### src/frmb_pkg.sv
// Shared types, constants and the CRC-16 byte step for the request frame builder.
`default_nettype none
package frmb_pkg;

  localparam int MAX_WRITE_VALUES = 123;
  localparam int VL_W             = 7;
  localparam int QUEUE_DEPTH      = 4;
  localparam int QPTR_W           = 2;
  localparam int QCNT_W           = 3;

  localparam logic [7:0]  FN_READ_HOLDING = 8'h03;
  localparam logic [7:0]  FN_WRITE_MULTI  = 8'h10;
  localparam logic [15:0] CRC_INIT        = 16'hFFFF;
  localparam logic [15:0] CRC_POLY        = 16'hA001;

  // What the serializer has to do for one accepted item.
  typedef enum logic [1:0] {
    KIND_ERR,
    KIND_READ,
    KIND_WOPEN,
    KIND_WCONT
  } kind_t;

  typedef struct packed {
    kind_t       kind;
    logic        closes;
    logic [7:0]  addr;
    logic [15:0] first;
    logic [15:0] count;
    logic [15:0] value;
  } cmd_t;

  // One byte through the reflected CRC-16, one bit per step.
  function automatic logic [15:0] crc_byte(input logic [15:0] crc, input logic [7:0] b);
    logic [15:0] c;
    c = crc ^ {8'h00, b};
    for (int i = 0; i < 8; i++) begin
      if (c[0]) begin
        c = (c >> 1) ^ CRC_POLY;
      end else begin
        c = c >> 1;
      end
    end
    return c;
  endfunction

endpackage
`default_nettype wire

### src/modbus_request_frame_builder.sv
// Top level of the Modbus RTU request frame builder with streaming CRC-16.
// An accepted item waits in the command queue, then each of its beats is loaded into the serializer's output register.
// Throughput: one output beat per cycle while out_tready is high; an item produces 1 to 11 bytes, one beat per
// byte, through the single byte lane of the serializer. A four-entry queue lets input run ahead.
// Reset (synchronous, active low): no frame open, CRC at 0xFFFF, slave address 1, queue empty.
`default_nettype none
module modbus_request_frame_builder
  import frmb_pkg::*;
(
  input  wire logic        clk,
  input  wire logic        rst_n,
  // Configuration: slave address.
  input  wire logic        cfg_valid,
  output logic             cfg_ready,
  input  wire logic [7:0]  cfg_data,
  // Input items.
  input  wire logic        in_tvalid,
  output logic             in_tready,
  input  wire logic [47:0] in_tdata,   // [15:0] first_register, [31:16] register_count,
                                       // [47:32] value
  input  wire logic [0:0]  in_tuser,   // [0] command
  // Result beats.
  output logic             out_tvalid,
  input  wire logic        out_tready,
  output logic [7:0]       out_tdata,  // [7:0] frame_byte
  output logic             out_tlast,  // last beat caused by one input item
  output logic [1:0]       out_tuser   // [0] end_of_frame, [1] error
);

  // The user must write the slave address register only while the block is idle (the block
  // does not enforce it), so the front end can stamp it into each command as it is accepted.
  logic [7:0] slave_addr_r;

  assign cfg_ready = 1'b1;

  always_ff @(posedge clk) begin
    if (!rst_n) begin
      slave_addr_r <= 8'h01;
    end else if (cfg_valid && cfg_ready) begin
      slave_addr_r <= cfg_data;
    end
  end

  logic push, q_full, q_valid, pop;
  cmd_t push_cmd, q_cmd;
  logic out_eof, out_err;

  // The front end decides what each item means and keeps the write frame state.
  frmb_front u_front (
    .clk        (clk),
    .rst_n      (rst_n),
    .slave_addr (slave_addr_r),
    .in_valid   (in_tvalid),
    .in_ready   (in_tready),
    .in_command (in_tuser[0]),
    .in_first   (in_tdata[15:0]),
    .in_count   (in_tdata[31:16]),
    .in_value   (in_tdata[47:32]),
    .push       (push),
    .push_cmd   (push_cmd),
    .q_full     (q_full)
  );

  frmb_queue u_queue (
    .clk      (clk),
    .rst_n    (rst_n),
    .push     (push),
    .push_cmd (push_cmd),
    .full     (q_full),
    .q_valid  (q_valid),
    .q_cmd    (q_cmd),
    .pop      (pop)
  );

  // The serializer walks each command byte by byte and owns the running CRC,
  // which carries across the items of one write frame.
  frmb_back u_back (
    .clk       (clk),
    .rst_n     (rst_n),
    .q_valid   (q_valid),
    .q_cmd     (q_cmd),
    .pop       (pop),
    .out_valid (out_tvalid),
    .out_ready (out_tready),
    .out_byte  (out_tdata),
    .out_last  (out_tlast),
    .out_eof   (out_eof),
    .out_err   (out_err)
  );

  assign out_tuser = {out_err, out_eof};

endmodule
`default_nettype wire

### src/frmb_front.sv
// Front end: accepts items, tracks the open write frame and classifies each item.
`default_nettype none
module frmb_front
  import frmb_pkg::*;
(
  input  wire logic        clk,
  input  wire logic        rst_n,
  input  wire logic [7:0]  slave_addr,
  input  wire logic        in_valid,
  output logic             in_ready,
  input  wire logic        in_command,
  input  wire logic [15:0] in_first,
  input  wire logic [15:0] in_count,
  input  wire logic [15:0] in_value,
  output logic             push,
  output cmd_t             push_cmd,
  input  wire logic        q_full
);

  logic            wopen_r, wopen_nxt;
  logic [VL_W-1:0] vl_r, vl_nxt;
  logic            accept;

  assign in_ready = !q_full;
  assign accept   = in_valid && in_ready;
  assign push     = accept;

  always_comb begin
    wopen_nxt         = wopen_r;
    vl_nxt            = vl_r;
    push_cmd.kind     = KIND_ERR;
    push_cmd.closes   = 1'b0;
    push_cmd.addr     = slave_addr;
    push_cmd.first    = in_first;
    push_cmd.count    = in_count;
    push_cmd.value    = in_value;
    if (!in_command) begin
      // A read may not interleave with an open write frame.
      if (!wopen_r) begin
        push_cmd.kind   = KIND_READ;
        push_cmd.closes = 1'b1;
      end
    end else if (!wopen_r) begin
      if (in_count != 16'd0 && in_count <= 16'(MAX_WRITE_VALUES)) begin
        push_cmd.kind   = KIND_WOPEN;
        push_cmd.closes = (in_count == 16'd1);
        vl_nxt          = in_count[VL_W-1:0] - VL_W'(1);
        wopen_nxt       = (in_count != 16'd1);
      end
    end else begin
      push_cmd.kind   = KIND_WCONT;
      push_cmd.closes = (vl_r == VL_W'(1));
      vl_nxt          = vl_r - VL_W'(1);
      wopen_nxt       = (vl_r != VL_W'(1));
    end
  end

  always_ff @(posedge clk) begin
    if (!rst_n) begin
      wopen_r <= 1'b0;
      vl_r    <= '0;
    end else if (accept) begin
      wopen_r <= wopen_nxt;
      vl_r    <= vl_nxt;
    end
  end

  // The frame is open exactly while values are still owed.
  a_open_count: assert property (@(posedge clk) disable iff (!rst_n)
    wopen_r == (vl_r != '0))
    else $error("write_open disagrees with values_left");

  // A rejected item never changes the frame state.
  a_err_keeps: assert property (@(posedge clk) disable iff (!rst_n)
    accept && push_cmd.kind == KIND_ERR |=> $stable(wopen_r) && $stable(vl_r))
    else $error("error item changed frame state");

endmodule
`default_nettype wire

### src/frmb_queue.sv
// Short command queue between the front end and the serializer.
`default_nettype none
module frmb_queue
  import frmb_pkg::*;
(
  input  wire logic clk,
  input  wire logic rst_n,
  input  wire logic push,
  input  wire cmd_t push_cmd,
  output logic      full,
  output logic      q_valid,
  output cmd_t      q_cmd,
  input  wire logic pop
);

  cmd_t              slot_r [QUEUE_DEPTH];
  logic [QPTR_W-1:0] wr_r, rd_r;
  logic [QCNT_W-1:0] cnt_r, cnt_nxt;

  assign full    = (cnt_r == QCNT_W'(QUEUE_DEPTH));
  assign q_valid = (cnt_r != '0);
  assign q_cmd   = slot_r[rd_r];

  always_comb begin
    cnt_nxt = cnt_r;
    if (push && !pop) begin
      cnt_nxt = cnt_r + QCNT_W'(1);
    end else if (pop && !push) begin
      cnt_nxt = cnt_r - QCNT_W'(1);
    end
  end

  always_ff @(posedge clk) begin
    if (push) begin
      slot_r[wr_r] <= push_cmd;
    end
  end

  always_ff @(posedge clk) begin
    if (!rst_n) begin
      wr_r  <= '0;
      rd_r  <= '0;
      cnt_r <= '0;
    end else begin
      if (push) begin
        wr_r <= wr_r + QPTR_W'(1);
      end
      if (pop) begin
        rd_r <= rd_r + QPTR_W'(1);
      end
      cnt_r <= cnt_nxt;
    end
  end

  a_no_overflow: assert property (@(posedge clk) disable iff (!rst_n)
    full |-> !push)
    else $error("push into full queue");

  a_no_underflow: assert property (@(posedge clk) disable iff (!rst_n)
    !q_valid |-> !pop)
    else $error("pop from empty queue");

endmodule
`default_nettype wire

### src/frmb_back.sv
// Back end: serializes queued commands into bytes with the running CRC-16.
`default_nettype none
module frmb_back
  import frmb_pkg::*;
(
  input  wire logic       clk,
  input  wire logic       rst_n,
  input  wire logic       q_valid,
  input  wire cmd_t       q_cmd,
  output logic            pop,
  output logic            out_valid,
  input  wire logic       out_ready,
  output logic [7:0]      out_byte,
  output logic            out_last,
  output logic            out_eof,
  output logic            out_err
);

  logic [3:0]  idx_r, idx_nxt;
  logic [15:0] crc_r, crc_nxt;
  logic        ov_r;
  logic [7:0]  byte_r;
  logic        last_r, eof_r, err_r;

  logic        load;
  logic [3:0]  n_data;
  logic [7:0]  data_byte, cur_byte;
  logic        is_lo, is_hi, is_last;

  assign load = q_valid && (!ov_r || out_ready);

  always_comb begin
    case (q_cmd.kind)
      KIND_READ:  n_data = 4'd6;
      KIND_WOPEN: n_data = 4'd9;
      KIND_WCONT: n_data = 4'd2;
      default:    n_data = 4'd1;
    endcase
  end

  always_comb begin
    data_byte = 8'h00;
    case (q_cmd.kind)
      KIND_READ, KIND_WOPEN: begin
        case (idx_r)
          4'd0:    data_byte = q_cmd.addr;
          4'd1:    data_byte = (q_cmd.kind == KIND_READ) ? FN_READ_HOLDING : FN_WRITE_MULTI;
          4'd2:    data_byte = q_cmd.first[15:8];
          4'd3:    data_byte = q_cmd.first[7:0];
          4'd4:    data_byte = q_cmd.count[15:8];
          4'd5:    data_byte = q_cmd.count[7:0];
          4'd6:    data_byte = {q_cmd.count[6:0], 1'b0};
          4'd7:    data_byte = q_cmd.value[15:8];
          4'd8:    data_byte = q_cmd.value[7:0];
          default: data_byte = 8'h00;
        endcase
      end
      KIND_WCONT: begin
        data_byte = idx_r[0] ? q_cmd.value[7:0] : q_cmd.value[15:8];
      end
      default: data_byte = 8'h00;
    endcase
  end

  always_comb begin
    is_lo = (q_cmd.kind != KIND_ERR) && q_cmd.closes && (idx_r == n_data);
    is_hi = (q_cmd.kind != KIND_ERR) && q_cmd.closes && (idx_r == n_data + 4'd1);
    if (q_cmd.kind == KIND_ERR) begin
      is_last = 1'b1;
    end else if (q_cmd.closes) begin
      is_last = is_hi;
    end else begin
      is_last = (idx_r == n_data - 4'd1);
    end
    if (is_lo) begin
      cur_byte = crc_r[7:0];
    end else if (is_hi) begin
      cur_byte = crc_r[15:8];
    end else begin
      cur_byte = data_byte;
    end
    crc_nxt = crc_r;
    if (is_hi) begin
      crc_nxt = CRC_INIT;
    end else if (!is_lo && q_cmd.kind != KIND_ERR) begin
      crc_nxt = crc_byte(crc_r, data_byte);
    end
    idx_nxt = is_last ? 4'd0 : idx_r + 4'd1;
  end

  assign pop       = load && is_last;
  assign out_valid = ov_r;
  assign out_byte  = byte_r;
  assign out_last  = last_r;
  assign out_eof   = eof_r;
  assign out_err   = err_r;

  always_ff @(posedge clk) begin
    if (!rst_n) begin
      ov_r  <= 1'b0;
      idx_r <= '0;
      crc_r <= CRC_INIT;
    end else begin
      if (load) begin
        ov_r  <= 1'b1;
        idx_r <= idx_nxt;
        crc_r <= crc_nxt;
      end else if (out_ready) begin
        ov_r <= 1'b0;
      end
    end
  end

  always_ff @(posedge clk) begin
    if (load) begin
      byte_r <= cur_byte;
      last_r <= is_last;
      eof_r  <= is_hi;
      err_r  <= (q_cmd.kind == KIND_ERR);
    end
  end

  // The CRC starts over once a frame has been closed.
  a_crc_restart: assert property (@(posedge clk) disable iff (!rst_n)
    load && is_hi |=> crc_r == CRC_INIT)
    else $error("CRC not restarted after frame end");

  // An error beat is a lone zero byte that ends its run and no frame.
  a_err_beat: assert property (@(posedge clk) disable iff (!rst_n)
    ov_r && err_r |-> last_r && !eof_r && byte_r == 8'h00)
    else $error("malformed error beat");

  // The frame end is always the last beat of its run.
  a_eof_last: assert property (@(posedge clk) disable iff (!rst_n)
    ov_r && eof_r |-> last_r)
    else $error("frame end not at end of run");

endmodule
`default_nettype wire
### config.mk
export PLATFORM = sky130hd
export DESIGN_NAME = modbus_request_frame_builder
export DESIGN_NICKNAME = d
export VERILOG_FILES = /design/src/frmb_pkg.sv /design/src/modbus_request_frame_builder.sv /design/src/frmb_front.sv /design/src/frmb_queue.sv /design/src/frmb_back.sv
export SDC_FILE = /design/constraint.sdc
export NUM_CORES = 1
export LEC_CHECK = 0
export BUFFER_PORTS_ARGS = -buffer_cell sky130_fd_sc_hd__buf_2
export CORE_MARGIN = 4
export CORE_UTILIZATION = 53
export DETAILED_ROUTE_END_ITERATION = 8
export PLACE_DENSITY = 0.71
export SLEW_MARGIN = 20
export SYNTH_ARGS = -nofsm -noshare
export SYNTH_HDL_FRONTEND = slang
export SYNTH_SLANG_ARGS = --single-unit
### constraint.sdc
create_clock -name clk -period 14.01 [get_ports clk]
set_input_delay 1.401 -clock clk [delete_from_list [all_inputs] [get_ports clk]]
set_output_delay 1.401 -clock clk [all_outputs]
set_load 0.02 [all_outputs]
==> results.json, run 1 <==
{
  "finClkSkew_ns": 0.0171,
  "die_w_um": 166,
  "clock.fmax_mhz": 199,
  "irDropWorstVdd_v": 0.000103,
  "p_leak_nw": 4.96,
  "layout_min_cycle_time_ns": 5.02,
  "post-cts-setup-buffer-count": 0,
  "synth_flop_cell": "edfxtp_1",
  "mostFrequentLayoutCells": "247 x edfxtp_1, 75 x mux2i_1, 74 x buf_2",
  "final_antenna_net_count": 0,
  "maxCapViolations": 0,
  "diodes": 0,
  "crit_arrival_ns": 5.43,
  "end_kind": "flip-flop",
  "cp-start-kind": "flip-flop",
  "routed-via-count": 7973,
  "hold_depth": 2,
  "rsz0062_at_grt": "no",
  "vias_per_cell": 6.01,
  "layout_commonest_cell": "edfxtp_1",
  "r2r-end": "u_back.crc_r[0]",
  "ioPinCount": 76,
  "die-area_um2": 27400,
  "grt_pass1_vias": 7980,
  "yosysSeqAreaShare_pct": 63.3,
  "cts_resized": 0,
  "tightestPinTransition_ns": 1.02,
  "netlist_area_um2": 13200,
  "r2r_slack_ns": 8.99,
  "ys_seq_elements": 293,
  "first_pass_iters": 7,
  "synthDistinctLibCells": 84,
  "antenna_found_initial": 0,
  "cts_tree": "yes",
  "cts_sinks": 293,
  "grt_pass1_wl_um": 46500,
  "final_nets": 1063,
  "r2r_start": "u_back.idx_r[0]",
  "critPathKind": "reg2reg",
  "reg2reg_depth": 13,
  "io_buffers": 74,
  "wl_um": 30300,
  "syn_to_final_growth_pct": 11.3,
  "gp_congestion": 1.01,
  "min-delay-start": "u_back.out_valid",
  "cts_max_level": 1,
  "powerDensity_nw_per_um2": 193,
  "clk_pin_slew_ns": 0.07,
  "holdWs_ns": 0.491,
  "holdCritPathClass": "reg2reg",
  "required_ns": 14.42,
  "place.detailed.hpwl_um": 19900,
  "overflow": 0,
  "timing.final.crit_share_pct": 35.8,
  "initial_core_util_pct": 54.0,
  "insertion_delay_ns": 0.55,
  "drc": 0,
  "yosys_warnings": 0,
  "holdPathEnd": "u_back.out_valid",
  "synth_nets": 1001,
  "avgSynthCellArea_um2": 14.4,
  "ys_async_sr_fraction_pct": 0,
  "fillers": 1919,
  "drive_above_1_share_pct": 18.9,
  "cts_buffers": 29,
  "drt-wirelength-per-cell_um": 22.8,
  "cts_root_buf": "clkbuf_16",
  "power_mw": 2.82,
  "setup_violations": 0,
  "fp.coreArea_um2": 24400,
  "drv_slew": 0,
  "grt_usage_pct": 21.5,
  "grt_max_degree": 66,
  "synth_edf_count": 247,
  "postCtsHoldBufs": 0,
  "fin_setup_tns_ns": 0,
  "status": "complete, no violations",
  "rows": 57,
  "cts_buffer_depth": 3,
  "hold_viol_final": 0,
  "synthCells": 917,
  "relSlewSlack_pct": 32.2,
  "path_max_fanout": 23,
  "die_h_um": 166,
  "drt_iter0_markers": 816
}
per-stage QoR:
| stage | util, % | cells | worst slack (ns) | instance area (um2) |
|---|---|---|---|---|
| 6_report | 60.1 | 1326 | 8.99 | 14700 |
| 5_1_grt | 60.1 | 1326 | 8.68 | 14700 |
| 4_1_cts | 60.1 | 1326 | 9.05 | 14700 |
| 3_5_place_dp | 56.5 | 1272 | 9.06 | 13800 |
| 3_3_place_gp | 56.5 | 1272 | 9.22 | 13800 |
| 2_1_floorplan | - | 917 | 9.39 | 13200 |
power by group:
group / internal [mW] / total (mW) / switching [mW]
Combinational: 0.392 / 0.964 / 0.571
Sequential: 1.09 / 1.14 / 0.0536
Clock: 0.401 / 0.718 / 0.318
worst max-delay path: stages (launching register included):
cell and delay, ns:
dfxtp_1 0.62, clkinv_1 0.41, ha_1 0.66, nor4b_1 0.34
a222oi_1 0.30, mux2i_1 0.13, or4_4 0.59, o211a_1 0.25
a311oi_4 0.32, xnor2_1 0.18, xor3_1 0.49, xor2_1 0.20
nor4b_1 0.32, nor3_1 0.08
area by class of cell:
cell class | count | area [um2] | area share [%]
flip-flops and latches | 293 | 8340 | 56.9
well taps | 324 | 405 | 2.77
inverters | 25 | 93.8 | 0.640
clock buffers | 35 | 748 | 5.10
multi-input cells | 545 | 4480 | 30.6
repair buffers | 85 | 453 | 3.09
clock inverters | 19 | 133 | 0.905
registers in the layout, summed over array words and instances (netlist names), 2 cells and up, named ones only:
name,cells
u_back.out_byte,8
u_back.idx_r,4
u_front.vl_r,7
u_back.crc_r,16
slave_addr_r,8
u_queue.wr_r,2
u_queue.cnt_r,3
u_queue.slot_r,236
u_queue.rd_r,2
worst max path at each step:
stage,slack (ns),startpoint,cells after the start,end
floorplan,9.39,flip-flop,20,u_back.crc_r[0]
global placement,9.22,flip-flop,13,u_back.crc_r[0]
detailed placement,9.06,u_back.idx_r[0],13,u_back.crc_r[0]
CTS,9.05,u_back.idx_r[0],13,u_back.crc_r[0]
global route,8.68,u_back.idx_r[0],13,u_back.crc_r[0]
finish,8.99,u_back.idx_r[0],13,u_back.crc_r[0]
per-layer routing:
layer	vias up	part of all wire (%)	track usage [%]
li1	3684	-	-
met1	3903	43	30.9
met2	326	47	34.2
met3	60	7.4	4.19
met4	0	2.2	5.42
met5	-	0	0
synthesized netlist by cell type, types with 5 or more instances:
cell type / number / share of area, %
a22oi_1: 8 / 0.46
mux4_2: 20 / 3.4
o22ai_1: 31 / 1.5
and2_1: 9 / 0.43
mux2i_1: 75 / 5.7
nor2_1: 32 / 0.91
dfxtp_1: 46 / 7.0
edfxtp_1: 247 / 56
buf_2: 15 / 0.57
a32oi_1: 5 / 0.33
clkbuf_1: 27 / 0.77
a31oi_1: 6 / 0.29
o21ai_0: 21 / 0.80
a221oi_1: 5 / 0.33
buf_4: 6 / 0.34
nand4bb_1: 5 / 0.43
ha_1: 21 / 2.0
nand2_1: 54 / 1.5
o32ai_1: 6 / 0.40
and3_1: 7 / 0.33
o2bb2ai_1: 5 / 0.33
mux2_2: 15 / 1.3
xor2_1: 15 / 1.0
nand3_1: 10 / 0.38
or3_1: 7 / 0.33
a21oi_1: 25 / 0.95
nor3_1: 18 / 0.68
nand2b_1: 7 / 0.33
inv_1: 24 / 0.68
xnor2_1: 22 / 1.5
a21o_1: 5 / 0.29
nor2b_1: 20 / 0.95
nand4b_1: 7 / 0.47
kinds of logic (layout without fill, tap and decap cells):
logic type | Yosys count | in the layout | synth area share [%]
DFF | 293 | 293 | 63.3
and+or+nand+nor | 211 | 211 | 9.14
AOI/OAI and AO/OA | 156 | 156 | 8.42
muxes | 115 | 115 | 11.3
buffers and inverters | 79 | 164 | 2.74
xor gates and xnor gates | 40 | 40 | 2.94
adders and majority gates | 22 | 22 | 2.15
other | 1 | 1 | 0.0285
No activity file was read; power rests on OpenSTA's default activity.
==> run 2, diff against run 1 <==
--- a/config.mk
+++ b/config.mk
@@ -9,7 +9,7 @@
 export CORE_MARGIN = 4
 export CORE_UTILIZATION = 53
 export DETAILED_ROUTE_END_ITERATION = 8
-export PLACE_DENSITY = 0.71
+export PLACE_DENSITY = 0.74
 export SLEW_MARGIN = 20
 export SYNTH_ARGS = -nofsm -noshare
 export SYNTH_HDL_FRONTEND = slang
==> constraint.sdc (replaced) <==
create_clock -name clk -period 4.4 [get_ports clk]
set_input_delay 0.44 -clock clk [delete_from_list [all_inputs] [get_ports clk]]
set_output_delay 0.44 -clock clk [all_outputs]
set_load 0.02 [all_outputs]
==> run 2 against run 1 <==
Register-to-register slack worse by 8.8 ns. Final cell count is 1.9% higher. Wire length up 2.4%. Utilization up 1.4 points. Sequential power rose to 3.2 times the previous value. Power rose to 3.3 times the previous value. Hold slack got worse by 0.39 ns. Clock-buffer cell count rose by 2. Combinational power rose to 3.3 times the previous value. Global-route usage increased by 0.59 points. Final area rose by 2.3%. Critical path type unchanged. Largest cell class unchanged. Largest power group unchanged.
==> results.json, run 2 (synthesis results as in run 1) <==
{
  "status": "complete, no violations",
  "area.sequential_um2": 8340,
  "power.share.clock_pct": 27.0,
  "cts_buffers": 30,
  "clock.fmax_mhz": 239,
  "drv_slew": 0,
  "routed-via-count": 8131,
  "initial_core_util_pct": 54.0,
  "maxCapViolations": 0,
  "p_int_mw": 6.32,
  "cts_sinks": 293,
  "critPathKind": "reg2reg",
  "largestRegisters": "u_queue.slot_r x236, u_back.crc_r x16",
  "tightestPinTransition_ns": 0.894,
  "place.detailed.hpwl_um": 21200,
  "p_sw_mw": 3.06,
  "cts_root_buf": "clkbuf_16",
  "clk_pin_slew_ns": 0.06,
  "final_area_um2": 15000,
  "max_stage_delay_ns": 0.57,
  "powerDensity_nw_per_um2": 625,
  "path_max_fanout": 8,
  "p_leak_nw": 5.13,
  "stdcell_count": 1351,
  "drt-wirelength-per-cell_um": 22.9,
  "mostFrequentLayoutCells": "247 x edfxtp_1, 75 x mux2i_1, 74 x buf_2",
  "cp_slowest_cell": "or4_4",
  "cts_tree": "yes",
  "insertion_delay_ns": 0.55,
  "place_inst": 1292,
  "gp_congestion": 1.02,
  "regMostFlops": "u_queue.slot_r",
  "crit_arrival_ns": 4.62,
  "rsz0062_at_grt": "no",
  "final_antenna_net_count": 0,
  "layout_commonest_cell": "edfxtp_1",
  "p_seq_share_pct": 38.7,
  "required_ns": 4.83,
  "cts_buffer_depth": 3,
  "drt_iter0_markers": 851,
  "diodes": 0,
  "hold_viol_final": 0,
  "comb_power_share_pct": 34.3,
  "relSlewSlack_pct": 40.4,
  "fp.coreArea_um2": 24400,
  "rows": 57,
  "crit_chain": "inv_1 -> ha_1 -> and4bb_4 -> a222oi_1 -> mux2i_1 -> or4_4 -> o211a_1 -> a311oi_4 -> xnor2_1 -> xor3_1 -> xor2_1 -> nor4b_1 -> nor3_1",
  "antenna_found_initial": 0,
  "first_pass_iters": 6,
  "multi_input_area_um2": 4480,
  "drive_above_1_share_pct": 21.0,
  "ioPinCount": 76,
  "holdWs_ns": 0.105,
  "finClkSkew_ns": 0.00853,
  "grt_pass1_wl_um": 47800,
  "sw_frac_of_total_pct": 32.6,
  "vias_per_cell": 6.02,
  "io_buffers": 74,
  "fillers": 1871,
  "power_mw": 9.38,
  "holdCritPathClass": "in2reg",
  "grt_max_degree": 60,
  "fin_setup_tns_ns": 0,
  "cp-start-kind": "flip-flop",
  "overflow": 0,
  "die_h_um": 166,
  "final_nets": 1087,
  "setup_violations": 0,
  "cp.buffers_inverters": 1,
  "postPlaceCellArea_um2": 14000,
  "die-area_um2": 27400,
  "end_kind": "flip-flop",
  "grt_usage_pct": 22.1,
  "timing.final.crit_share_pct": 95.2,
  "syn_to_final_growth_pct": 13.8,
  "wl_um": 31000,
  "largest_reg_flops": 236,
  "drc": 0,
  "postCtsHoldBufs": 0,
  "die_w_um": 166,
  "cts_max_level": 1,
  "grt_pass1_vias": 8140,
  "irDropWorstVdd_v": 0.000344,
  "layout_min_cycle_time_ns": 4.19,
  "crit_family": "simple AND/OR/NAND/NOR gates"
}
[run 2: worst paths after layout]
path	from	endpoint	slack, ns	depth (start not counted)
max	u_back.idx_r[1]	u_back.crc_r[0]	0.21	13
min	in_tdata[14]	u_queue.slot_r[2][46]	0.11	1
max reg2reg	u_back.idx_r[1]	u_back.crc_r[0]	0.21	13
min reg2reg	u_back.crc_r[11]	u_back.crc_r[3]	0.50	2
[run 2: power by group through the flow]
stage / Sequential [mW] / Clock [mW] / Combinational [mW]
floorplan: 3.69 / 0 / 2.28
global placement: 3.67 / 0 / 3.16
detailed placement: 3.68 / 0 / 3.18
CTS: 3.63 / 2.57 / 3.20
global route: 3.67 / 2.71 / 3.49
finish: 3.63 / 2.53 / 3.22
[run 2: final cells by class]
class	count	share of cell area, %
clock buffer	37	5.25
clock inverter	19	1.44
inverter	25	0.651
multi-input combinational	545	29.9
sequential	293	55.6
tap	324	2.70
timing repair buffer	108	4.42
[run 2: repair_timing]
| action | in CTS | in global routing |
|---|---|---|
| resized for setup | 0 | 2 |
| endpoints found under the setup margin | 0 | 1 |
| buffers inserted | 0 | 3 |
[run 2: stage by stage]
step           setup WS (ns)  util [%]
2_1_floorplan         0.0353         -
3_3_place_gp           0.165      57.3
3_5_place_dp          0.0826      57.3
4_1_cts               0.0676      61.4
5_1_grt               0.0158      61.5
6_report               0.213      61.5
[run 2: metal layers]
layer | GRT usage, % | share of wire [%]
met1 | 30.8 | 42
met2 | 36.0 | 48
met3 | 4.53 | 7.1
met4 | 5.63 | 2.5
met5 | 0 | 0
